`config.mk`:
```
export PLATFORM = sky130hd
export DESIGN_NAME = rrct_back
export DESIGN_NICKNAME = d
export VERILOG_FILES = /design/src/design/rounded_rect_clip_test_core_assert.svh /design/src/design/rrct_pkg.sv /design/src/design/rrct_back.sv
export SDC_FILE = /design/constraint.sdc
export NUM_CORES = 2
export LEC_CHECK = 0
export ABC_AREA = 1
export BUFFER_PORTS_ARGS = -buffer_cell sky130_fd_sc_hd__buf_2
export CAP_MARGIN = 10
export CORE_ASPECT_RATIO = 0.7
export CORE_MARGIN = 2
export CORE_UTILIZATION = 25
export DETAILED_ROUTE_END_ITERATION = 6
export SYNTH_ARGS = -nofsm -noshare
export SYNTH_HDL_FRONTEND = slang
export SYNTH_SLANG_ARGS = --single-unit
```
`constraint.sdc`:
```
create_clock -name clk -period 3 [get_ports clk]
set_input_delay 0.6 -clock clk [delete_from_list [all_inputs] [get_ports clk]]
set_output_delay 0.6 -clock clk [all_outputs]
set_load 0.05 [all_outputs]
```
`src/design/rounded_rect_clip_test_core_assert.svh`:
```
// Assertion macros for the rounded rectangle clip test core.
`ifndef ROUNDED_RECT_CLIP_TEST_CORE_ASSERT_SVH
`define ROUNDED_RECT_CLIP_TEST_CORE_ASSERT_SVH
`ifndef NO_ASSERTIONS
`define RRCT_ASSERT_IMP(lbl, ck, rn, ante, cons) \
	lbl: assert property (@(posedge ck) disable iff (!rn) (ante) |-> (cons)) \
		else $error("rrct assertion failed");
`define RRCT_ASSERT_NXT(lbl, ck, rn, ante, cons) \
	lbl: assert property (@(posedge ck) disable iff (!rn) (ante) |=> (cons)) \
		else $error("rrct assertion failed");
`else
`define RRCT_ASSERT_IMP(lbl, ck, rn, ante, cons)
`define RRCT_ASSERT_NXT(lbl, ck, rn, ante, cons)
`endif
`endif

```
`src/design/rrct_pkg.sv`:
```
// Shared constants, types and register codes for the rounded rectangle clip test.
package rrct_pkg;

	localparam int COORD_BITS  = 16;
	localparam int FRAC_BITS   = 4;
	localparam int SIZE_BITS   = COORD_BITS - 1;
	localparam int RADIUS_BITS = COORD_BITS + FRAC_BITS;
	localparam int RAD_W       = RADIUS_BITS - 1;
	localparam int C_W         = RAD_W + 1;
	localparam int RR_W        = 2 * C_W;
	localparam int SUM_W       = RAD_W + 1;
	localparam int SCALE_W     = 17;
	localparam int QUOT_W      = SCALE_W - 1;
	localparam int DIV_STEPS   = QUOT_W;
	localparam int CNT_W       = $clog2(DIV_STEPS + 2);
	localparam int GEO_W       = COORD_BITS + FRAC_BITS + 4;

	localparam logic [SCALE_W-1:0] SCALE_ONE = SCALE_W'(1) << QUOT_W;

	localparam int N_CORNERS = 4;
	localparam int CORNER_W  = 2;
	localparam logic [CORNER_W-1:0] CORNER_TL   = CORNER_W'(0);
	localparam logic [CORNER_W-1:0] CORNER_TR   = CORNER_W'(1);
	localparam logic [CORNER_W-1:0] CORNER_BR   = CORNER_W'(2);
	localparam logic [CORNER_W-1:0] CORNER_BL   = CORNER_W'(3);
	localparam logic [CORNER_W-1:0] LAST_CORNER = CORNER_W'(N_CORNERS - 1);

	localparam int FIFO_DEPTH = 4;
	localparam int FIFO_AW    = $clog2(FIFO_DEPTH);
	localparam int FIFO_CW    = $clog2(FIFO_DEPTH + 1);

	localparam int APB_DW    = 32;
	localparam int REG_IDX_W = 3;
	localparam int PADDR_W   = REG_IDX_W + 2;

	localparam logic [REG_IDX_W-1:0] REG_RECT_LEFT   = REG_IDX_W'(0);
	localparam logic [REG_IDX_W-1:0] REG_RECT_TOP    = REG_IDX_W'(1);
	localparam logic [REG_IDX_W-1:0] REG_RECT_WIDTH  = REG_IDX_W'(2);
	localparam logic [REG_IDX_W-1:0] REG_RECT_HEIGHT = REG_IDX_W'(3);
	localparam logic [REG_IDX_W-1:0] REG_RAD_TL      = REG_IDX_W'(4);
	localparam logic [REG_IDX_W-1:0] REG_RAD_TR      = REG_IDX_W'(5);
	localparam logic [REG_IDX_W-1:0] REG_RAD_BR      = REG_IDX_W'(6);
	localparam logic [REG_IDX_W-1:0] REG_RAD_BL      = REG_IDX_W'(7);

	typedef logic signed [GEO_W-1:0] geo_coord_t;

	localparam geo_coord_t GEO_HALF = geo_coord_t'(1) << FRAC_BITS;

	typedef struct packed {
		geo_coord_t lq;
		geo_coord_t rq;
		geo_coord_t tq;
		geo_coord_t bq;
		geo_coord_t c0x;
		geo_coord_t c0y;
		geo_coord_t c1x;
		geo_coord_t c1y;
		geo_coord_t c2x;
		geo_coord_t c2y;
		geo_coord_t c3x;
		geo_coord_t c3y;
	} geo_t;

	typedef logic [N_CORNERS-1:0][RR_W-1:0]  rr_arr_t;
	typedef logic [N_CORNERS-1:0][RAD_W-1:0] rad_arr_t;

	typedef enum logic [1:0] {
		KIND_OUTSIDE,
		KIND_INSIDE,
		KIND_ARC
	} item_kind_t;

	typedef struct packed {
		item_kind_t          kind;
		logic [CORNER_W-1:0] corner;
		logic [C_W-1:0]      dx;
		logic [C_W-1:0]      dy;
	} fifo_entry_t;

	typedef enum logic [2:0] {
		PS_IDLE,
		PS_DIV,
		PS_MUL,
		PS_SQ,
		PS_GEO
	} prep_state_t;

endpackage

```
`src/design/rrct_back.sv`:
```
// Back end: squared distances, radius compare and output register.
module rrct_back import rrct_pkg::*; (
	input  logic        clk,
	input  logic        arst_n,
	input  fifo_entry_t head,
	input  logic        empty,
	output logic        pop,
	input  rr_arr_t     rr,
	output logic        out_valid,
	input  logic        out_stall,
	output logic        inside_res,
	output logic        b1_valid
);

	logic                b1_valid_s1;
	item_kind_t          kind_s1;
	logic [CORNER_W-1:0] corner_s1;
	logic [RR_W-1:0]     dxx_s1, dyy_s1;
	logic                out_valid_q, inside_q;
	logic                out_free, b1_adv;
	logic [RR_W:0]       dist2;
	logic                arc_in, inside_n;

	assign out_free = !out_valid_q || !out_stall;
	assign b1_adv   = !b1_valid_s1 || out_free;
	assign pop      = !empty && b1_adv;

	always_ff @(posedge clk or negedge arst_n) begin
		if (!arst_n) begin
			b1_valid_s1 <= 1'b0;
			out_valid_q <= 1'b0;
		end else begin
			if (b1_adv)
				b1_valid_s1 <= pop;
			if (out_free)
				out_valid_q <= b1_valid_s1;
		end
	end

	always_ff @(posedge clk) begin
		if (pop) begin
			kind_s1   <= head.kind;
			corner_s1 <= head.corner;
			dxx_s1    <= RR_W'(head.dx) * RR_W'(head.dx);
			dyy_s1    <= RR_W'(head.dy) * RR_W'(head.dy);
		end
	end

	assign dist2  = {1'b0, dxx_s1} + {1'b0, dyy_s1};
	assign arc_in = dist2 <= {1'b0, rr[corner_s1]};

	always_comb begin
		case (kind_s1)
			KIND_INSIDE: inside_n = 1'b1;
			KIND_ARC:    inside_n = arc_in;
			default:     inside_n = 1'b0;
		endcase
	end

	always_ff @(posedge clk) begin
		if (out_free && b1_valid_s1)
			inside_q <= inside_n;
	end

	assign out_valid  = out_valid_q;
	assign inside_res = inside_q;
	assign b1_valid   = b1_valid_s1;

endmodule

```
==> impl_results.md <==
* CTS max path bufs at 2
* Die Wd at 423.0 um
* Status: finished with violations
* RSZ-0062 raised after global routing: true
* Die Area at 125800 um2
* CP Data Required Time at 3130 ps
* DRT Wirelength at 97610 um
* Later-pin clock latency in the skew report at 370 ps
* Worst-path clk slew at 80 ps
* XOR/XNOR Fraction of Synth Area at 0.04247
* Final Wtd Congestion at 0.9341
* Global-route wire length before repair at 153500 um
* Post-Syn Instances at 3726
* DR pass1 iterations at 5
* Initial antenna violation count at 3
* Yosys reg bits at 85
* Fillers at 12130
* Gr usage total at 0.1511
* HPWL after DPL at 83970 um
* GR Overflow Total at 0
* I/O pin cnt at 212
* Synth area leader: fa_1
* Largest net degree at the start of global routing at 83
* FMAX at 170.9 MHz
* CTS Sinks at 85
* # hold bufs at CTS at 0
* CTS Buf Count at 9
* # rows at 107
* Setup Skew at 7.990 ps
* Crit end category: flop
* Layout area overhead at 50.23%
* Largest family of logic cells by synthesized area: adder cells
* Slew Viols, Final at 0
* Tcrit/Tclk final at 1.951
* Synth top area cells: fa_1 (36%), ha_1 (16%), inv_1 (11%)
* Final setup vio count at 73
* Post-synth ARST share at 0.02353
* Seq/Total Area, Yosys at 0.08274
* CTS tree: yes
* Fin. Hold Viols at 0
* Worst Tran Pin Value at 549.3 ps
* Core area at 121800 um2
* Critical path class: in2reg
* Antenna viol nets, final at 0
* DRC viols at 0
* ANT cells at 0
* Worst rel slew slack at 0.6338
* Warnings from Yosys at 0
* WL per Instance at 15.31 um
* Crit path launch type: input port
* HP Class: in2async
* Clock Tree Root: clkbuf_16
* Dpl cells at 6260
* Post-Layout Cell Count at 6377
* Yosys top cell area share at 0.3622
* Failing checks: negative setup slack
* Post-Syn Area at 30730 um2
* Compound-cell area share of the yosys netlist at 0.09170
* Number of synthesized flops with an enable pin at 83
* Main synth FF type: edfxtp_1
* H-tree depth at 3
* Crit path DAT at 5990 ps
* Synth cell types at 48
* Layout cell share with drive strength beyond 1 at 0.4064
* Vias per cell at 4.319
* Nets at 5891
* Number of port buffers at 211
* Post-Synth Adder-Cell Area at 0.5210
* Vias in the first global route at 28940
* Worst setup margin at -2852 ps
* Initial core utilization at 0.2522
* Max-Cap Viols at 0
* Via count at 27540
* Post-synthesis mux area share at 0
* 1st-iter DRT viols at 1360
* Mean Syn Cell Area at 8.247 um2
* Minimum clock period at 5852 ps
* Crit path max fanout at 6
* Syn Nets at 4880
* Die Y at 297.3 um
* Synth Area in Simple Gates at 0.1343
==> final cells by class <==
type,count,area [um2],area share
Timing Repair Buffer,1106,8989,0.1947
Clock buffer,9,225.2,0.004879
Tap cell,1635,2046,0.04431
Clock inverter,7,80.08,0.001735
Inverter,940,3547,0.07684
Sequential cell,85,2542,0.05508
Multi-Input combinational cell,2595,28730,0.6224
==> state kept, by name, summed over array words and instances (netlist names) <==
register    flops
inside_res      1
b1_valid        1
dyy_s1         39
kind_s1         2
corner_s1       2
out_valid       1
dxx_s1         39
==> kinds of logic after synthesis <==
kind of cell               count (synthesis)
xor gates and xnor gates                 149
buffers and inverters                   1046
AOI/OAI and AO/OA                        453
DFF                                       85
adders and majority gates                946
and+or+nand+nor                         1047
==> layout by cell type (no fill, tap or decap), types with 65 or more instances in the layout <==
cell type and n:
a21oi_1 116, a21oi_2 65, buf_2 175, buf_4 764, buf_6 106, edfxtp_1 83, fa_1 499, ha_1 267
ha_4 118, inv_1 811, inv_2 122, nand2_1 593, nand2_2 111, nor2_1 110, xor2_1 65
==> worst max-delay path, stage by stage <==
cell	delay, ps
buf_12	110
buf_8	130
nand2_2	70
fa_1	520
inv_1	50
fa_1	470
fa_1	590
fa_1	450
fa_1	510
fa_1	540
fa_2	460
ha_4	330
nand2_4	70
nor2_4	120
inv_2	60
nor2_4	100
nand4_1	110
o211ai_2	240
nand3_2	150
nand2_2	120
a21oi_2	60
xnor2_1	110
==> path summary, 6_finish.rpt <==
kind | slack (ps) | cells after the start | startpoint | to
worst max register to register | -750 | 23 | dxx_s1[31] | inside_res
max in group asynchronous | 2870 | 1 | arst_n | b1_valid
worst max-delay path | -2850 | 22 | head[31] | dxx_s1[35]
worst min register to register | 510 | 2 | out_valid | out_valid
worst min-delay path | 20 | 1 | arst_n | out_valid
min in group clk | 400 | 2 | empty | b1_valid
==> repair_timing <==
| item | in CTS | in global routing |
|---|---|---|
| cloned | 0 | 4 |
| setup endpoints to repair | 73 | 73 |
| gates resized for setup | 388 | 564 |
| pin swaps | 248 | 337 |
| setup buffers | 53 | 76 |
==> cell usage after synthesis (39+ instances only) <==
cell type and count:
nor2_1 178, nand2_1 768, a32o_1 39, xnor2_1 56
edfxtp_1 83, a21oi_1 200, xor2_1 93, clkbuf_1 76
nand3_1 44, ha_1 390, fa_1 556, inv_1 938
o21ai_0 83
==> routing by layer <==
layer | global-route usage | part of all wire | vias to the layer above
li1 | - | - | 13430
met1 | 0.2248 | 0.49 | 13390
met2 | 0.2419 | 0.45 | 674
met3 | 0.01774 | 0.055 | 50
met4 | 0.01407 | 0.0099 | 2
met5 | 0 | 0.00013 | -
==> metrics by stage <==
step / cell area (um2) / TNS, ps / util / worst slack, ps / hold slack (ps)
after detailed placement: 40980 / -224080 / 0.3363 / -3612 / 409.2
after global placement: 40980 / -221020 / 0.3363 / -3476 / 417.7
after floorplan: 32870 / -179580 / - / -3061 / 304.4
final: 46160 / -177800 / 0.3789 / -2852 / 17.87
after global routing: 46160 / -188200 / 0.3789 / -3031 / 17.11
after CTS: 43210 / -182420 / 0.3547 / -2904 / 11.69
Power is not shown: default switching activity piles up to over one toggle a cycle in this logic, so the estimate is an artifact.
