[src/design/rounded_rect_clip_test_core_assert.svh]
// Assertion macros for the rounded rectangle clip test core.
`ifndef ROUNDED_RECT_CLIP_TEST_CORE_ASSERT_SVH
`define ROUNDED_RECT_CLIP_TEST_CORE_ASSERT_SVH
`ifndef NO_ASSERTIONS
`define RRCT_ASSERT_IMP(lbl, ck, rn, ante, cons) \
	lbl: assert property (@(posedge ck) disable iff (!rn) (ante) |-> (cons)) \
		else $error("rrct assertion failed");
`define RRCT_ASSERT_NXT(lbl, ck, rn, ante, cons) \
	lbl: assert property (@(posedge ck) disable iff (!rn) (ante) |=> (cons)) \
		else $error("rrct assertion failed");
`else
`define RRCT_ASSERT_IMP(lbl, ck, rn, ante, cons)
`define RRCT_ASSERT_NXT(lbl, ck, rn, ante, cons)
`endif
`endif

[src/design/rrct_pkg.sv]
// Shared constants, types and register codes for the rounded rectangle clip test.
package rrct_pkg;

	localparam int COORD_BITS  = 16;
	localparam int FRAC_BITS   = 4;
	localparam int SIZE_BITS   = COORD_BITS - 1;
	localparam int RADIUS_BITS = COORD_BITS + FRAC_BITS;
	localparam int RAD_W       = RADIUS_BITS - 1;
	localparam int C_W         = RAD_W + 1;
	localparam int RR_W        = 2 * C_W;
	localparam int SUM_W       = RAD_W + 1;
	localparam int SCALE_W     = 17;
	localparam int QUOT_W      = SCALE_W - 1;
	localparam int DIV_STEPS   = QUOT_W;
	localparam int CNT_W       = $clog2(DIV_STEPS + 2);
	localparam int GEO_W       = COORD_BITS + FRAC_BITS + 4;

	localparam logic [SCALE_W-1:0] SCALE_ONE = SCALE_W'(1) << QUOT_W;

	localparam int N_CORNERS = 4;
	localparam int CORNER_W  = 2;
	localparam logic [CORNER_W-1:0] CORNER_TL   = CORNER_W'(0);
	localparam logic [CORNER_W-1:0] CORNER_TR   = CORNER_W'(1);
	localparam logic [CORNER_W-1:0] CORNER_BR   = CORNER_W'(2);
	localparam logic [CORNER_W-1:0] CORNER_BL   = CORNER_W'(3);
	localparam logic [CORNER_W-1:0] LAST_CORNER = CORNER_W'(N_CORNERS - 1);

	localparam int FIFO_DEPTH = 4;
	localparam int FIFO_AW    = $clog2(FIFO_DEPTH);
	localparam int FIFO_CW    = $clog2(FIFO_DEPTH + 1);

	localparam int APB_DW    = 32;
	localparam int REG_IDX_W = 3;
	localparam int PADDR_W   = REG_IDX_W + 2;

	localparam logic [REG_IDX_W-1:0] REG_RECT_LEFT   = REG_IDX_W'(0);
	localparam logic [REG_IDX_W-1:0] REG_RECT_TOP    = REG_IDX_W'(1);
	localparam logic [REG_IDX_W-1:0] REG_RECT_WIDTH  = REG_IDX_W'(2);
	localparam logic [REG_IDX_W-1:0] REG_RECT_HEIGHT = REG_IDX_W'(3);
	localparam logic [REG_IDX_W-1:0] REG_RAD_TL      = REG_IDX_W'(4);
	localparam logic [REG_IDX_W-1:0] REG_RAD_TR      = REG_IDX_W'(5);
	localparam logic [REG_IDX_W-1:0] REG_RAD_BR      = REG_IDX_W'(6);
	localparam logic [REG_IDX_W-1:0] REG_RAD_BL      = REG_IDX_W'(7);

	typedef logic signed [GEO_W-1:0] geo_coord_t;

	localparam geo_coord_t GEO_HALF = geo_coord_t'(1) << FRAC_BITS;

	typedef struct packed {
		geo_coord_t lq;
		geo_coord_t rq;
		geo_coord_t tq;
		geo_coord_t bq;
		geo_coord_t c0x;
		geo_coord_t c0y;
		geo_coord_t c1x;
		geo_coord_t c1y;
		geo_coord_t c2x;
		geo_coord_t c2y;
		geo_coord_t c3x;
		geo_coord_t c3y;
	} geo_t;

	typedef logic [N_CORNERS-1:0][RR_W-1:0]  rr_arr_t;
	typedef logic [N_CORNERS-1:0][RAD_W-1:0] rad_arr_t;

	typedef enum logic [1:0] {
		KIND_OUTSIDE,
		KIND_INSIDE,
		KIND_ARC
	} item_kind_t;

	typedef struct packed {
		item_kind_t          kind;
		logic [CORNER_W-1:0] corner;
		logic [C_W-1:0]      dx;
		logic [C_W-1:0]      dy;
	} fifo_entry_t;

	typedef enum logic [2:0] {
		PS_IDLE,
		PS_DIV,
		PS_MUL,
		PS_SQ,
		PS_GEO
	} prep_state_t;

endpackage

[src/design/rrct_front.sv]
// Front end: pixel centre, rectangle bounds and corner quadrant classification.
module rrct_front import rrct_pkg::*; (
	input  logic [COORD_BITS-1:0] point_x,
	input  logic [COORD_BITS-1:0] point_y,
	input  geo_t                  geo,
	output fifo_entry_t           item
);

	geo_coord_t px, py;
	geo_coord_t lq, rq, tq, bq;
	geo_coord_t c0x, c0y, c1x, c1y, c2x, c2y, c3x, c3y;
	logic       in_rect;

	function automatic logic [C_W-1:0] absdiff(input geo_coord_t a, input geo_coord_t b);
		geo_coord_t d;
		d = a - b;
		if (d[GEO_W-1])
			d = -d;
		return d[C_W-1:0];
	endfunction

	assign lq  = geo.lq;
	assign rq  = geo.rq;
	assign tq  = geo.tq;
	assign bq  = geo.bq;
	assign c0x = geo.c0x;
	assign c0y = geo.c0y;
	assign c1x = geo.c1x;
	assign c1y = geo.c1y;
	assign c2x = geo.c2x;
	assign c2y = geo.c2y;
	assign c3x = geo.c3x;
	assign c3y = geo.c3y;

	assign px = (geo_coord_t'($signed(point_x)) <<< (FRAC_BITS + 1)) + GEO_HALF;
	assign py = (geo_coord_t'($signed(point_y)) <<< (FRAC_BITS + 1)) + GEO_HALF;

	// centres sit on odd half-pixel steps, so an empty rectangle never passes
	assign in_rect = (px > lq) && (px < rq) && (py > tq) && (py < bq);

	always_comb begin
		item.kind   = KIND_INSIDE;
		item.corner = CORNER_TL;
		item.dx     = '0;
		item.dy     = '0;
		if (!in_rect) begin
			item.kind = KIND_OUTSIDE;
		end else if (px < c0x && py < c0y) begin
			item.kind   = KIND_ARC;
			item.corner = CORNER_TL;
			item.dx     = absdiff(px, c0x);
			item.dy     = absdiff(py, c0y);
		end else if (px > c1x && py < c1y) begin
			item.kind   = KIND_ARC;
			item.corner = CORNER_TR;
			item.dx     = absdiff(px, c1x);
			item.dy     = absdiff(py, c1y);
		end else if (px > c2x && py > c2y) begin
			item.kind   = KIND_ARC;
			item.corner = CORNER_BR;
			item.dx     = absdiff(px, c2x);
			item.dy     = absdiff(py, c2y);
		end else if (px < c3x && py > c3y) begin
			item.kind   = KIND_ARC;
			item.corner = CORNER_BL;
			item.dx     = absdiff(px, c3x);
			item.dy     = absdiff(py, c3y);
		end
	end

endmodule

[config.mk]
export PLATFORM = sky130hd
export DESIGN_NAME = rrct_front
export DESIGN_NICKNAME = d
export VERILOG_FILES = /design/src/design/rounded_rect_clip_test_core_assert.svh /design/src/design/rrct_pkg.sv /design/src/design/rrct_front.sv
export SDC_FILE = /design/constraint.sdc
export NUM_CORES = 1
export LEC_CHECK = 0
export CAP_MARGIN = 20
export CELL_PAD_IN_SITES_DETAIL_PLACEMENT = 1
export CELL_PAD_IN_SITES_GLOBAL_PLACEMENT = 1
export CORE_ASPECT_RATIO = 0.9
export CORE_UTILIZATION = 52
export DETAILED_ROUTE_END_ITERATION = 7
export DONT_BUFFER_PORTS = 1
export PLACE_DENSITY = 0.95
export SYNTH_ARGS = -nofsm -noshare
export SYNTH_HDL_FRONTEND = slang
export SYNTH_SLANG_ARGS = --single-unit
[constraint.sdc]
create_clock -name vclk -period 8.82
set_clock_uncertainty 0.05 [all_clocks]
set_input_delay 1.764 -clock vclk [all_inputs]
set_output_delay 1.764 -clock vclk [all_outputs]
set_load 0.05 [all_outputs]
==> impl_summary.log <==
[metrics] relative slew slack: 32.4%
[metrics] category of the worst setup path capture point: output port
[metrics] total number of vias: around 20,000
[metrics] Leak: between 0.007 and 0.008 uW
[metrics] fraction of met2 tracks used by global routing: 70.1%
[metrics] Setup Fix Bufs, Post-CTS: 0
[metrics] register area share after synthesis: 0%
[metrics] Mapped Nets: between 2,000 and 3,000
[metrics] Die X: 188 um
[metrics] number of nets in the finished design: 2,940
[metrics] total die area: 0.0317 mm^2
[metrics] cell depth of the worst hold path: 3
[metrics] pin count of the biggest net entering global routing: 25
[metrics] clock buffer count in the final layout: 0
[metrics] timing startpoint of the critical path: geo[120]
[metrics] first-pass GRT wire length: between 100,000 and 150,000 um
[metrics] maximum vdd ir drop: 42.1 uV
[metrics] Detailed Route WL: ~70,000 um
[metrics] total negative slack: 0 ns
[metrics] total of cells resized after clock tree synthesis: 0
[metrics] Final Slew Violations: 0
[metrics] total DRC errors in the routed layout: 0
[metrics] count of input and output buffers: 0
[metrics] type of the tightest min-delay check: in2out
[metrics] power density over cell area: 102 mW/mm^2
[metrics] Area growth syn-to-layout: 4.14%
[metrics] number of global-route vias before repair: about 20,000
[metrics] required arrival time at the worst endpoint: around 7.0 ns
[metrics] Critical Path Source Type: primary input
[metrics] RD Place Congestion: ~1
[metrics] area of the core: slightly above 0.03 mm^2
[metrics] dpl cells: 2,783
[metrics] Worst Setup EP: item[26]
[metrics] hold-fix buffer count after cts: 0
[metrics] total stage count of the critical path: 13
[metrics] number of placement rows: 60
[metrics] met3 routing resource usage after global routing: between 6 and 7%
[metrics] synth warn: 0
[metrics] sequential cells: 0
[metrics] number of distinct standard cells referenced by the synthesized netlist: 93
[metrics] maximum frequency from static timing analysis: 125 MHz
[metrics] number of search-and-repair iterations in the first detailed-routing pass: 6
[metrics] overall overflow remaining after global route: 0
[metrics] sum of buffers and inverters on the critical path: 3
[metrics] Post-Synthesis Cells: 2,410
[metrics] path type of the worst setup path: in2out
[metrics] fin crit period: 8.01 ns
[metrics] arrival time reported for the critical path endpoint: 6.19 ns
[metrics] initial standard-cell utilization of the core: 53.4%
[metrics] Top-Level Pins: 364
[metrics] max cap viols: 0
[metrics] kind of cell with the highest combined delay on the critical path: compound AO/OA/AOI/OAI gates
[metrics] Avg Inst Size Synth: 6.69 um^2
[metrics] average via count per standard cell: 7.01
[metrics] crit share post-route: 90.8%
[metrics] remaining antenna violation count: 0
[metrics] Global Route met1 Usage: 49.8%
[metrics] endpoints failing hold: 0
[metrics] share of post-route cells with drive strength above 1: 5.21%
[metrics] global-route total usage across every layer: 42.0%
[metrics] highest fanout seen on the critical path: 23
[metrics] Die Span Y: 169 um
[metrics] Finish-stage setup viols: 0
[metrics] cell with the largest stage delay on the worst path: a211oi_1
[metrics] cells traversed along the worst timing path: inv_1, ha_1, or3b_2, a211oi_1, o211ai_1, a21oi_2, a21oi_1, a211o_1, buf_4, nand2_1, a221oi_1, a2111oi_2, clkbuf_8
[metrics] detailed placement HPWL: between 50,000 and 60,000 um
[metrics] setup repair after global routing missed its margin: false
[metrics] transition at the pin with the smallest max-transition slack: 1.01 ns
[metrics] mapped cell area: 0.0161 mm^2
[metrics] number of design-rule violations left by the first detailed-router iteration: 1,599
[metrics] number of standard cells in the layout, taps in and fillers out: 2,784
[metrics] status: complete, no violations
[metrics] Storage cell area: 0 um^2
[metrics] per-cell routed wire length: 25.0 um
[metrics] slowest stage delay, CP: 0.66 ns
[metrics] initial antenna violation count: 2
[metrics] gr busiest metal: met2
per-stage QoR:
stage                     util [%]  power, uW  setup slack, ns  instance area (um^2)  hold slack (ns)
final                         55.6       1710            0.813                 16800             3.89
after global routing          55.6       1820            0.644                 16800             3.90
after CTS                     55.6       1660            0.925                 16800             3.88
after detailed placement      55.6       1650            0.946                 16800             3.88
after global placement        55.6       1590             1.03                 16800             3.87
after floorplan                  -       1220            0.319                 16100             3.79
where the power goes:
part	switching [uW]	internal [uW]
logic	1070	635
clock network	0	0.0000153
registers	0	0
total	1070	635
final cells by class:
type / instances / area [um^2]
Tap cell: 403 / 504
Multi-Input combinational cell: 2024 / 14700
Inverter: 302 / 1130
Fill cell: 4117 / 13400
Antenna cell: 1 / 2.50
Timing Repair Buffer: 54 / 415
cell usage in the layout, fill, tap and decap left out, drive strengths merged, types with 53 or more instances in the layout:
cell / n
a21o: 75
a21oi: 158
buf: 53
ha: 238
inv: 302
nand2: 145
nand3: 59
nor2: 169
nor3: 90
o21ai: 119
xnor2: 161
xor2: 84
logic make-up (layout without fill, tap and decap cells):
| kind of cell | count (synthesis) | after routing | share of synthesized area, % |
|---|---|---|---|
| AND/OR/NAND/NOR | 780 | 780 | 25.6 |
| buffers and inverters | 386 | 356 | 9.12 |
| multiplexers | 16 | 16 | 1.02 |
| XOR/XNOR | 245 | 245 | 13.3 |
| other | 0 | 1 | 0 |
| adder cells (fa/ha/maj) | 238 | 238 | 18.5 |
| AO/OA/AOI/OAI | 745 | 745 | 32.5 |
worst min path at each step:
stage	startpoint	to	slack (ns)
floorplan	geo[171]	item[23]	3.79
finish	geo[172]	item[24]	3.89
global route	geo[172]	item[24]	3.90
CTS	geo[172]	item[24]	3.88
detailed placement	geo[172]	item[24]	3.88
global placement	geo[172]	item[24]	3.87
cell usage after synthesis, types with 15 or more instances:
| library cell | instances | area share [%] |
|---|---|---|
| xnor2_1 | 161 | 8.7 |
| and2_1 | 18 | 0.70 |
| nand2_1 | 145 | 3.4 |
| a21o_1 | 75 | 3.5 |
| o31ai_1 | 21 | 0.98 |
| xor2_1 | 84 | 4.6 |
| o21ai_0 | 114 | 3.5 |
| a221oi_1 | 32 | 1.7 |
| nor3_1 | 87 | 2.7 |
| or3_1 | 19 | 0.74 |
| a211oi_1 | 32 | 1.5 |
| a31oi_1 | 35 | 1.4 |
| nor2b_1 | 36 | 1.4 |
| nor4_1 | 24 | 0.93 |
| a2111oi_0 | 17 | 0.92 |
| o211ai_1 | 21 | 0.98 |
| a21oi_1 | 157 | 4.9 |
| o21a_1 | 25 | 1.2 |
| nor2_1 | 169 | 3.9 |
| and3_1 | 28 | 1.1 |
| o22ai_1 | 26 | 1.0 |
| nand3_1 | 59 | 1.8 |
| inv_1 | 302 | 7.0 |
| ha_1 | 238 | 18 |
| nand4_1 | 43 | 1.7 |
| o2111ai_1 | 15 | 0.81 |
| nor3b_1 | 22 | 1.0 |
| clkbuf_1 | 71 | 1.7 |
| nand2b_1 | 38 | 1.5 |
| or2_2 | 20 | 0.78 |
worst min-delay path, cell delays in order:
cell     delay [ns]
nand3_1        0.05
a31oi_1        0.16
buf_4          0.20
layer usage:
| metal | vias up | share of wire, % |
|---|---|---|
| met5 | - | 0.026 |
| met3 | 295 | 8.6 |
| li1 | 8852 | - |
| met4 | 2 | 7.8 |
| met1 | 9260 | 39 |
| met2 | 1099 | 44 |
Power figures use the tool's default switching activity.
