**src/design/rounded_rect_clip_test_core_assert.svh**
```systemverilog
// Assertion macros for the rounded rectangle clip test core.
`ifndef ROUNDED_RECT_CLIP_TEST_CORE_ASSERT_SVH
`define ROUNDED_RECT_CLIP_TEST_CORE_ASSERT_SVH
`ifndef NO_ASSERTIONS
`define RRCT_ASSERT_IMP(lbl, ck, rn, ante, cons) \
	lbl: assert property (@(posedge ck) disable iff (!rn) (ante) |-> (cons)) \
		else $error("rrct assertion failed");
`define RRCT_ASSERT_NXT(lbl, ck, rn, ante, cons) \
	lbl: assert property (@(posedge ck) disable iff (!rn) (ante) |=> (cons)) \
		else $error("rrct assertion failed");
`else
`define RRCT_ASSERT_IMP(lbl, ck, rn, ante, cons)
`define RRCT_ASSERT_NXT(lbl, ck, rn, ante, cons)
`endif
`endif

```
**src/design/rrct_pkg.sv**
```systemverilog
// Shared constants, types and register codes for the rounded rectangle clip test.
package rrct_pkg;

	localparam int COORD_BITS  = 16;
	localparam int FRAC_BITS   = 4;
	localparam int SIZE_BITS   = COORD_BITS - 1;
	localparam int RADIUS_BITS = COORD_BITS + FRAC_BITS;
	localparam int RAD_W       = RADIUS_BITS - 1;
	localparam int C_W         = RAD_W + 1;
	localparam int RR_W        = 2 * C_W;
	localparam int SUM_W       = RAD_W + 1;
	localparam int SCALE_W     = 17;
	localparam int QUOT_W      = SCALE_W - 1;
	localparam int DIV_STEPS   = QUOT_W;
	localparam int CNT_W       = $clog2(DIV_STEPS + 2);
	localparam int GEO_W       = COORD_BITS + FRAC_BITS + 4;

	localparam logic [SCALE_W-1:0] SCALE_ONE = SCALE_W'(1) << QUOT_W;

	localparam int N_CORNERS = 4;
	localparam int CORNER_W  = 2;
	localparam logic [CORNER_W-1:0] CORNER_TL   = CORNER_W'(0);
	localparam logic [CORNER_W-1:0] CORNER_TR   = CORNER_W'(1);
	localparam logic [CORNER_W-1:0] CORNER_BR   = CORNER_W'(2);
	localparam logic [CORNER_W-1:0] CORNER_BL   = CORNER_W'(3);
	localparam logic [CORNER_W-1:0] LAST_CORNER = CORNER_W'(N_CORNERS - 1);

	localparam int FIFO_DEPTH = 4;
	localparam int FIFO_AW    = $clog2(FIFO_DEPTH);
	localparam int FIFO_CW    = $clog2(FIFO_DEPTH + 1);

	localparam int APB_DW    = 32;
	localparam int REG_IDX_W = 3;
	localparam int PADDR_W   = REG_IDX_W + 2;

	localparam logic [REG_IDX_W-1:0] REG_RECT_LEFT   = REG_IDX_W'(0);
	localparam logic [REG_IDX_W-1:0] REG_RECT_TOP    = REG_IDX_W'(1);
	localparam logic [REG_IDX_W-1:0] REG_RECT_WIDTH  = REG_IDX_W'(2);
	localparam logic [REG_IDX_W-1:0] REG_RECT_HEIGHT = REG_IDX_W'(3);
	localparam logic [REG_IDX_W-1:0] REG_RAD_TL      = REG_IDX_W'(4);
	localparam logic [REG_IDX_W-1:0] REG_RAD_TR      = REG_IDX_W'(5);
	localparam logic [REG_IDX_W-1:0] REG_RAD_BR      = REG_IDX_W'(6);
	localparam logic [REG_IDX_W-1:0] REG_RAD_BL      = REG_IDX_W'(7);

	typedef logic signed [GEO_W-1:0] geo_coord_t;

	localparam geo_coord_t GEO_HALF = geo_coord_t'(1) << FRAC_BITS;

	typedef struct packed {
		geo_coord_t lq;
		geo_coord_t rq;
		geo_coord_t tq;
		geo_coord_t bq;
		geo_coord_t c0x;
		geo_coord_t c0y;
		geo_coord_t c1x;
		geo_coord_t c1y;
		geo_coord_t c2x;
		geo_coord_t c2y;
		geo_coord_t c3x;
		geo_coord_t c3y;
	} geo_t;

	typedef logic [N_CORNERS-1:0][RR_W-1:0]  rr_arr_t;
	typedef logic [N_CORNERS-1:0][RAD_W-1:0] rad_arr_t;

	typedef enum logic [1:0] {
		KIND_OUTSIDE,
		KIND_INSIDE,
		KIND_ARC
	} item_kind_t;

	typedef struct packed {
		item_kind_t          kind;
		logic [CORNER_W-1:0] corner;
		logic [C_W-1:0]      dx;
		logic [C_W-1:0]      dy;
	} fifo_entry_t;

	typedef enum logic [2:0] {
		PS_IDLE,
		PS_DIV,
		PS_MUL,
		PS_SQ,
		PS_GEO
	} prep_state_t;

endpackage

```
**src/design/rrct_prep.sv**
```systemverilog
// Register file and setup sequencer: radius clamp, edge ratio divide, scaling, squares, corner geometry.
module rrct_prep import rrct_pkg::*; (
	input  logic               clk,
	input  logic               arst_n,
	input  logic               psel,
	input  logic               penable,
	input  logic               pwrite,
	input  logic [PADDR_W-1:0] paddr,
	input  logic [APB_DW-1:0]  pwdata,
	output logic [APB_DW-1:0]  prdata,
	output logic               busy,
	output geo_t               geo,
	output rr_arr_t            rr
);

	logic [COORD_BITS-1:0]  left_q;
	logic [COORD_BITS-1:0]  top_q;
	logic [SIZE_BITS-1:0]   width_q;
	logic [SIZE_BITS-1:0]   height_q;
	logic [RADIUS_BITS-1:0] rad_tl_q;
	logic [RADIUS_BITS-1:0] rad_tr_q;
	logic [RADIUS_BITS-1:0] rad_br_q;
	logic [RADIUS_BITS-1:0] rad_bl_q;

	prep_state_t          state_q, state_n;
	logic [CORNER_W-1:0]  edge_q;
	logic [CORNER_W-1:0]  idx_q;
	logic [CNT_W-1:0]     cnt_q;
	logic [SUM_W-1:0]     rem_q;
	logic [SUM_W-1:0]     sum_q;
	logic                 take_q;
	logic [QUOT_W-1:0]    quot_q;
	logic [SCALE_W-1:0]   scale_q;
	rad_arr_t             rs_q;
	rr_arr_t              rr_q;
	geo_t                 geo_q;

	logic                 wr_en;
	logic [REG_IDX_W-1:0] reg_idx;
	rad_arr_t             rc;
	logic [RAD_W-1:0]     ea, eb;
	logic [SIZE_BITS-1:0] elen;
	logic [SUM_W-1:0]     sum_sel, eq_sel;
	logic [SUM_W:0]       rem2, rem_sub;
	logic                 div_ge;
	logic [RAD_W+SCALE_W-1:0] mul_prod;
	logic [2*RAD_W-1:0]   sq_prod;
	logic                 div_last;
	geo_t                 geo_n;

	assign wr_en   = psel & penable & pwrite;
	assign reg_idx = paddr[PADDR_W-1:2];

	always_ff @(posedge clk or negedge arst_n) begin
		if (!arst_n) begin
			left_q   <= '0;
			top_q    <= '0;
			width_q  <= '0;
			height_q <= '0;
			rad_tl_q <= '0;
			rad_tr_q <= '0;
			rad_br_q <= '0;
			rad_bl_q <= '0;
		end else if (wr_en) begin
			case (reg_idx)
				REG_RECT_LEFT:   left_q   <= pwdata[COORD_BITS-1:0];
				REG_RECT_TOP:    top_q    <= pwdata[COORD_BITS-1:0];
				REG_RECT_WIDTH:  width_q  <= pwdata[SIZE_BITS-1:0];
				REG_RECT_HEIGHT: height_q <= pwdata[SIZE_BITS-1:0];
				REG_RAD_TL:      rad_tl_q <= pwdata[RADIUS_BITS-1:0];
				REG_RAD_TR:      rad_tr_q <= pwdata[RADIUS_BITS-1:0];
				REG_RAD_BR:      rad_br_q <= pwdata[RADIUS_BITS-1:0];
				REG_RAD_BL:      rad_bl_q <= pwdata[RADIUS_BITS-1:0];
				default: ;
			endcase
		end
	end

	always_comb begin
		case (reg_idx)
			REG_RECT_LEFT:   prdata = APB_DW'(left_q);
			REG_RECT_TOP:    prdata = APB_DW'(top_q);
			REG_RECT_WIDTH:  prdata = APB_DW'(width_q);
			REG_RECT_HEIGHT: prdata = APB_DW'(height_q);
			REG_RAD_TL:      prdata = APB_DW'(rad_tl_q);
			REG_RAD_TR:      prdata = APB_DW'(rad_tr_q);
			REG_RAD_BR:      prdata = APB_DW'(rad_br_q);
			REG_RAD_BL:      prdata = APB_DW'(rad_bl_q);
			default:         prdata = '0;
		endcase
	end

	// negative radii clamp to zero
	assign rc[0] = rad_tl_q[RADIUS_BITS-1] ? '0 : rad_tl_q[RAD_W-1:0];
	assign rc[1] = rad_tr_q[RADIUS_BITS-1] ? '0 : rad_tr_q[RAD_W-1:0];
	assign rc[2] = rad_br_q[RADIUS_BITS-1] ? '0 : rad_br_q[RAD_W-1:0];
	assign rc[3] = rad_bl_q[RADIUS_BITS-1] ? '0 : rad_bl_q[RAD_W-1:0];

	always_comb begin
		case (edge_q)
			CORNER_TL: begin
				ea = rc[0]; eb = rc[1]; elen = width_q;
			end
			CORNER_TR: begin
				ea = rc[1]; eb = rc[2]; elen = height_q;
			end
			CORNER_BR: begin
				ea = rc[2]; eb = rc[3]; elen = width_q;
			end
			default: begin
				ea = rc[3]; eb = rc[0]; elen = height_q;
			end
		endcase
	end

	assign sum_sel  = SUM_W'(ea) + SUM_W'(eb);
	assign eq_sel   = SUM_W'(elen) << FRAC_BITS;
	assign rem2     = {rem_q, 1'b0};
	assign div_ge   = rem2 >= {1'b0, sum_q};
	assign rem_sub  = rem2 - {1'b0, sum_q};
	assign div_last = cnt_q == CNT_W'(DIV_STEPS + 1);
	assign mul_prod = (RAD_W+SCALE_W)'(rc[idx_q]) * (RAD_W+SCALE_W)'(scale_q);
	assign sq_prod  = (2*RAD_W)'(rs_q[idx_q]) * (2*RAD_W)'(rs_q[idx_q]);

	always_comb begin
		logic signed [COORD_BITS:0] right_s, bottom_s;
		geo_coord_t c0, c1, c2, c3;
		right_s   = $signed({left_q[COORD_BITS-1], left_q}) + $signed({2'b00, width_q});
		bottom_s  = $signed({top_q[COORD_BITS-1], top_q}) + $signed({2'b00, height_q});
		c0        = geo_coord_t'({rs_q[0], 1'b0});
		c1        = geo_coord_t'({rs_q[1], 1'b0});
		c2        = geo_coord_t'({rs_q[2], 1'b0});
		c3        = geo_coord_t'({rs_q[3], 1'b0});
		geo_n.lq  = geo_coord_t'($signed(left_q)) <<< (FRAC_BITS + 1);
		geo_n.tq  = geo_coord_t'($signed(top_q)) <<< (FRAC_BITS + 1);
		geo_n.rq  = geo_coord_t'(right_s) <<< (FRAC_BITS + 1);
		geo_n.bq  = geo_coord_t'(bottom_s) <<< (FRAC_BITS + 1);
		geo_n.c0x = geo_n.lq + c0;
		geo_n.c0y = geo_n.tq + c0;
		geo_n.c1x = geo_n.rq - c1;
		geo_n.c1y = geo_n.tq + c1;
		geo_n.c2x = geo_n.rq - c2;
		geo_n.c2y = geo_n.bq - c2;
		geo_n.c3x = geo_n.lq + c3;
		geo_n.c3y = geo_n.bq - c3;
	end

	always_ff @(posedge clk or negedge arst_n) begin
		if (!arst_n) begin
			state_q <= PS_IDLE;
		end else begin
			state_q <= state_n;
		end
	end

	always_comb begin
		state_n = state_q;
		case (state_q)
			PS_IDLE: state_n = PS_IDLE;
			PS_DIV: begin
				if (div_last && edge_q == LAST_CORNER)
					state_n = PS_MUL;
			end
			PS_MUL: begin
				if (idx_q == LAST_CORNER)
					state_n = PS_SQ;
			end
			PS_SQ: begin
				if (idx_q == LAST_CORNER)
					state_n = PS_GEO;
			end
			PS_GEO:  state_n = PS_IDLE;
			default: state_n = PS_IDLE;
		endcase
		if (wr_en)
			state_n = PS_DIV;
	end

	always_ff @(posedge clk or negedge arst_n) begin
		if (!arst_n) begin
			edge_q  <= '0;
			idx_q   <= '0;
			cnt_q   <= '0;
			scale_q <= SCALE_ONE;
			rs_q    <= '0;
			rr_q    <= '0;
			geo_q   <= '0;
		end else if (wr_en) begin
			edge_q  <= '0;
			idx_q   <= '0;
			cnt_q   <= '0;
			scale_q <= SCALE_ONE;
		end else begin
			case (state_q)
				PS_DIV: begin
					if (div_last) begin
						cnt_q  <= '0;
						edge_q <= edge_q + CORNER_W'(1);
						if (take_q && SCALE_W'(quot_q) < scale_q)
							scale_q <= SCALE_W'(quot_q);
					end else begin
						cnt_q <= cnt_q + CNT_W'(1);
					end
				end
				PS_MUL: begin
					rs_q[idx_q] <= mul_prod[QUOT_W +: RAD_W];
					idx_q       <= idx_q + CORNER_W'(1);
				end
				PS_SQ: begin
					rr_q[idx_q] <= {sq_prod, 2'b00};
					idx_q       <= idx_q + CORNER_W'(1);
				end
				PS_GEO:  geo_q <= geo_n;
				default: ;
			endcase
		end
	end

	// restoring divide of (edge << 4) by the radius sum, one quotient bit a cycle
	always_ff @(posedge clk) begin
		if (state_q == PS_DIV) begin
			if (cnt_q == '0) begin
				rem_q  <= eq_sel;
				sum_q  <= sum_sel;
				take_q <= sum_sel > eq_sel;
				quot_q <= '0;
			end else if (!div_last) begin
				if (div_ge) begin
					rem_q  <= rem_sub[SUM_W-1:0];
					quot_q <= {quot_q[QUOT_W-2:0], 1'b1};
				end else begin
					rem_q  <= rem2[SUM_W-1:0];
					quot_q <= {quot_q[QUOT_W-2:0], 1'b0};
				end
			end
		end
	end

	assign busy = state_q != PS_IDLE;
	assign geo  = geo_q;
	assign rr   = rr_q;

endmodule

```
**config.mk**
```make
export PLATFORM = sky130hd
export DESIGN_NAME = rrct_prep
export DESIGN_NICKNAME = d
export VERILOG_FILES = /design/src/design/rounded_rect_clip_test_core_assert.svh /design/src/design/rrct_pkg.sv /design/src/design/rrct_prep.sv
export SDC_FILE = /design/constraint.sdc
export NUM_CORES = 2
export LEC_CHECK = 0
export BUFFER_PORTS_ARGS = -buffer_cell sky130_fd_sc_hd__buf_2
export CORE_MARGIN = 2
export CORE_UTILIZATION = 45
export CTS_CLUSTER_SIZE = 8
export DETAILED_ROUTE_END_ITERATION = 8
export GPL_ROUTABILITY_DRIVEN = 1
export PLACE_DENSITY = 0.64
export REMOVE_ABC_BUFFERS = 1
export SYNTH_ARGS = -nofsm -noshare
export SYNTH_HDL_FRONTEND = slang
export SYNTH_SLANG_ARGS = --single-unit
```
**constraint.sdc**
```tcl
create_clock -name clk -period 14.7 [get_ports clk]
set_input_delay 2.94 -clock clk [delete_from_list [all_inputs] [get_ports clk]]
set_output_delay 2.94 -clock clk [all_outputs]
set_load 0.01 [all_outputs]
```
==> metrics.cfg <==
[placement]
placed_cells=8457
io_buffers=456
dpl.hpwl_um=145000
place_area_sq_um=63400
place_ws_ps=5410
gp_congestion=0.931

[timing]
fmax_ghz=0.106
rsz0062_at_grt=false
worstMarginPinSlew_ps=1370
final.setup.worst_slack_ps=5310
period_minus_slack_ps=9390
slew_viol_final=0
slew_headroom_pct=8.29
timing.hold.ws_ps=469
finalSetupTns_ps=0
setup_viol=0
hold_viol_final=0
fin_skew_ps=46.5
fin_crit_sh_pct=63.9

[drt]
vias_per_cell=5.62
vias=48289
detail-route-antenna-nets=0
wl_met1_um=79000
top_layer_used=met5
wire_per_inst_um=22.2
drtIter0Drc=4305
routed_wl_um=191000
drcViolationCount=0
wl_met2_um=86800
detail_route.first_pass.iterations=5
met3WireLength_um=17200

[clock_tree]
clockBufferDepth=3
htreeDepth=3
cts_hold_buf=0
clk_latency_ps=730
numCtsBuffers=96
cts-root-buf=clkbuf_16
cts_resized=0
cts_setup_buffers=0
cts_tree=done
clock_sinks=680
clkSlewWorstSetupHoldPaths_ps=50

[setup_path]
regToRegSetupSlack_ps=5310
cp_slowest_cell=dfrtp_4
critPathMostFrequentCell=fa_1
cpLargestDelayFamily=adder cells
max_stage_delay_ps=790
crit_path_start_kind=register
crit_buf_inv=6
cp-end-kind=register
criticalPathCategory=register to register
crit_required_ps=15330
path_max_fanout=55
worst_ep_arrival_time_ps=10020

[logic_synthesis]
synthAdderAreaFrac_pct=26.7
synth_edf_count=57
ys_seq_elements=680
async_reset_ff_share_pct=91.6
synth_top_family_by_area=adder cells
synth-main-ff-cell=dfrtp_1
yosysSeqAreaShare_pct=29.0
synthMuxAreaShare_pct=6.02
synth_cells=6470
ys_warn_count=0
syn_area_sq_um=59600
synth-compound-area-share_pct=12.0
yosys.area_share.simple_pct=14.8
yosysUniqueCellTypes=96
synth_xor_area_share_pct=3.03
syn_avg_cell_area_sq_um=9.21

[outcome]
status=complete, no violations

[finish]
multiInputGateArea_sq_um=37700
drive_gt1_share_pct=14.5
postLayoutCellArea_sq_um=66100
seqCellArea_sq_um=17300
utilization_pct=50.3
final_cell_count_no_fill=8587
fin_nets=7808
n_fill_cell=12217
syn2layout_area_growth_pct=10.9

[die]
boundaryPins=523
rows=133
die_h_um=368
initial_core_util_pct=45.3
floorplan.core_area_sq_um=131000
die-area_sq_um=135000
die_w_um=368

[power_and_ir_drop]
power.density_nw_per_um2=144
irDropWorstVdd_mv=0.116
totalPowerFinal_mw=9.49
p_leak_nw=34.3

[global_route]
first_global_vias=48370
grt_max_degree=155
grt_pass1_wl_um=292000
track_usage_pct=28.0
antenna_found_initial=14
grt_overflow=0

[hold_path]
hold_class=register to register

[run]
maxCapViolCount=0

-- cells by family (layout without fill, tap and decap cells) --
family,Yosys count,in the layout
mux,312,312
flops,680,680
compound gates,1083,1083
simple gates,1996,1996
fa+ha+maj,966,966
other cells,1,56
buf+inv,1227,1534
xor+xnor,205,205
-- worst register-to-register path, stage by stage, from the launching register on --
cell and delay, ps:
dfrtp_4 790, buf_4 640, mux2_2 340, o21a_1 600
clkinv_1 620, nor2_1 300, inv_1 80, fa_1 500
inv_1 50, fa_1 500, fa_1 530, fa_1 540
fa_1 550, inv_1 60, fa_1 520, inv_1 40
ha_1 340, a21oi_1 90, o21ai_0 350, o21ai_0 150
a21oi_1 310, nand2_1 170, o21ai_1 250, nand3_1 130
a311oi_1 590, mux2_2 280
-- power breakdown --
| part | internal (mW) | leakage (nW) | switching, mW |
|---|---|---|---|
| clock network | 1.21 | 1.31 | 0.878 |
| logic | 1.82 | 24.1 | 2.91 |
| registers | 2.29 | 8.84 | 0.380 |
| total | 5.32 | 34.3 | 4.17 |
-- layout by cell type, fill, tap and decap left out, types with 117 or more instances in the layout --
cell type / netlist / routed
xnor2_1: 117 / 117
ha_1: 456 / 455
dfrtp_1: 622 / 620
nor2_1: 295 / 292
buf_2: 8 / 455
inv_1: 853 / 853
o21ai_0: 292 / 289
a21oi_1: 227 / 210
and2_1: 159 / 159
mux2_2: 241 / 241
fa_1: 510 / 510
nand2_1: 1120 / 1120
-- worst paths after layout --
check | start | endpoint | cells after the start
hold / removal | geo[276] | geo[276] | 2
setup / recovery | idx_q[1] | rr[157] | 25
hold reg to reg | geo[276] | geo[276] | 2
min in group asynchronous | arst_n | rr[38] | 1
max in group asynchronous | arst_n | geo[64] | 3
setup reg to reg | idx_q[1] | rr[157] | 25
-- synthesized netlist by cell type, drive strengths merged (9+ instances only) --
master  number  area [sq um]
a21oi      229          1150
and3        48           300
xnor2      118          1040
mux2i       58           581
nor2       296          1110
nor2b       56           350
o21bai      18           135
a22oi       12          90.1
dfrtp      622         15600
o21a        47           353
inv        853          3200
mux4        13           293
clkbuf     238           893
o41ai       15           146
and2       159           995
ha         456          5710
a22o        42           368
o211ai      31           251
mux2       241          2710
a311o       29           290
a32oi       17           149
a211oi      55           413
a21boi      13          97.6
or3         19           119
a211o       11          96.3
nand2b      53           332
a21o        83           623
o31ai       34           265
o21ai      311          1570
nand4       23           144
a31oi       30           209
fa         510         10200
a221oi      35           307
nand2     1120          4200
edfxtp      57          1710
xor2        87           762
or2          9          56.3
buf        131           832
nor4         9          77.6
nor3        71           360
nand3       98           490
-- final cells by class --
class,count,area share [%]
diodes,4,0.0151
clock buffers,118,3.84
clock inverters,8,0.237
inverters,858,4.87
multi-input cells,4614,57.0
flip-flops and latches,680,26.2
well taps,1755,3.32
repair buffers,550,4.55
-- sequential cells by signal (all words and copies together) (netlist names), 5 cells and up --
register and flops:
rem_q 20, cnt_q 5, quot_q 16, rad_tr_q 20
top_q 16, scale_q 17, rad_bl_q 20, height_q 15
geo 228, rad_br_q 20, left_q 16, rr 148
rs_q 76, rad_tl_q 20, width_q 15, sum_q 20
-- layer usage --
metal / up-vias / global-route usage (%)
met1: 24026 / 37.7
met3: 378 / 6.61
li1: 21835 / -
met4: 18 / 10.4
met5: - / 0
met2: 2032 / 43.9
No activity file was read; power rests on OpenSTA's default activity.
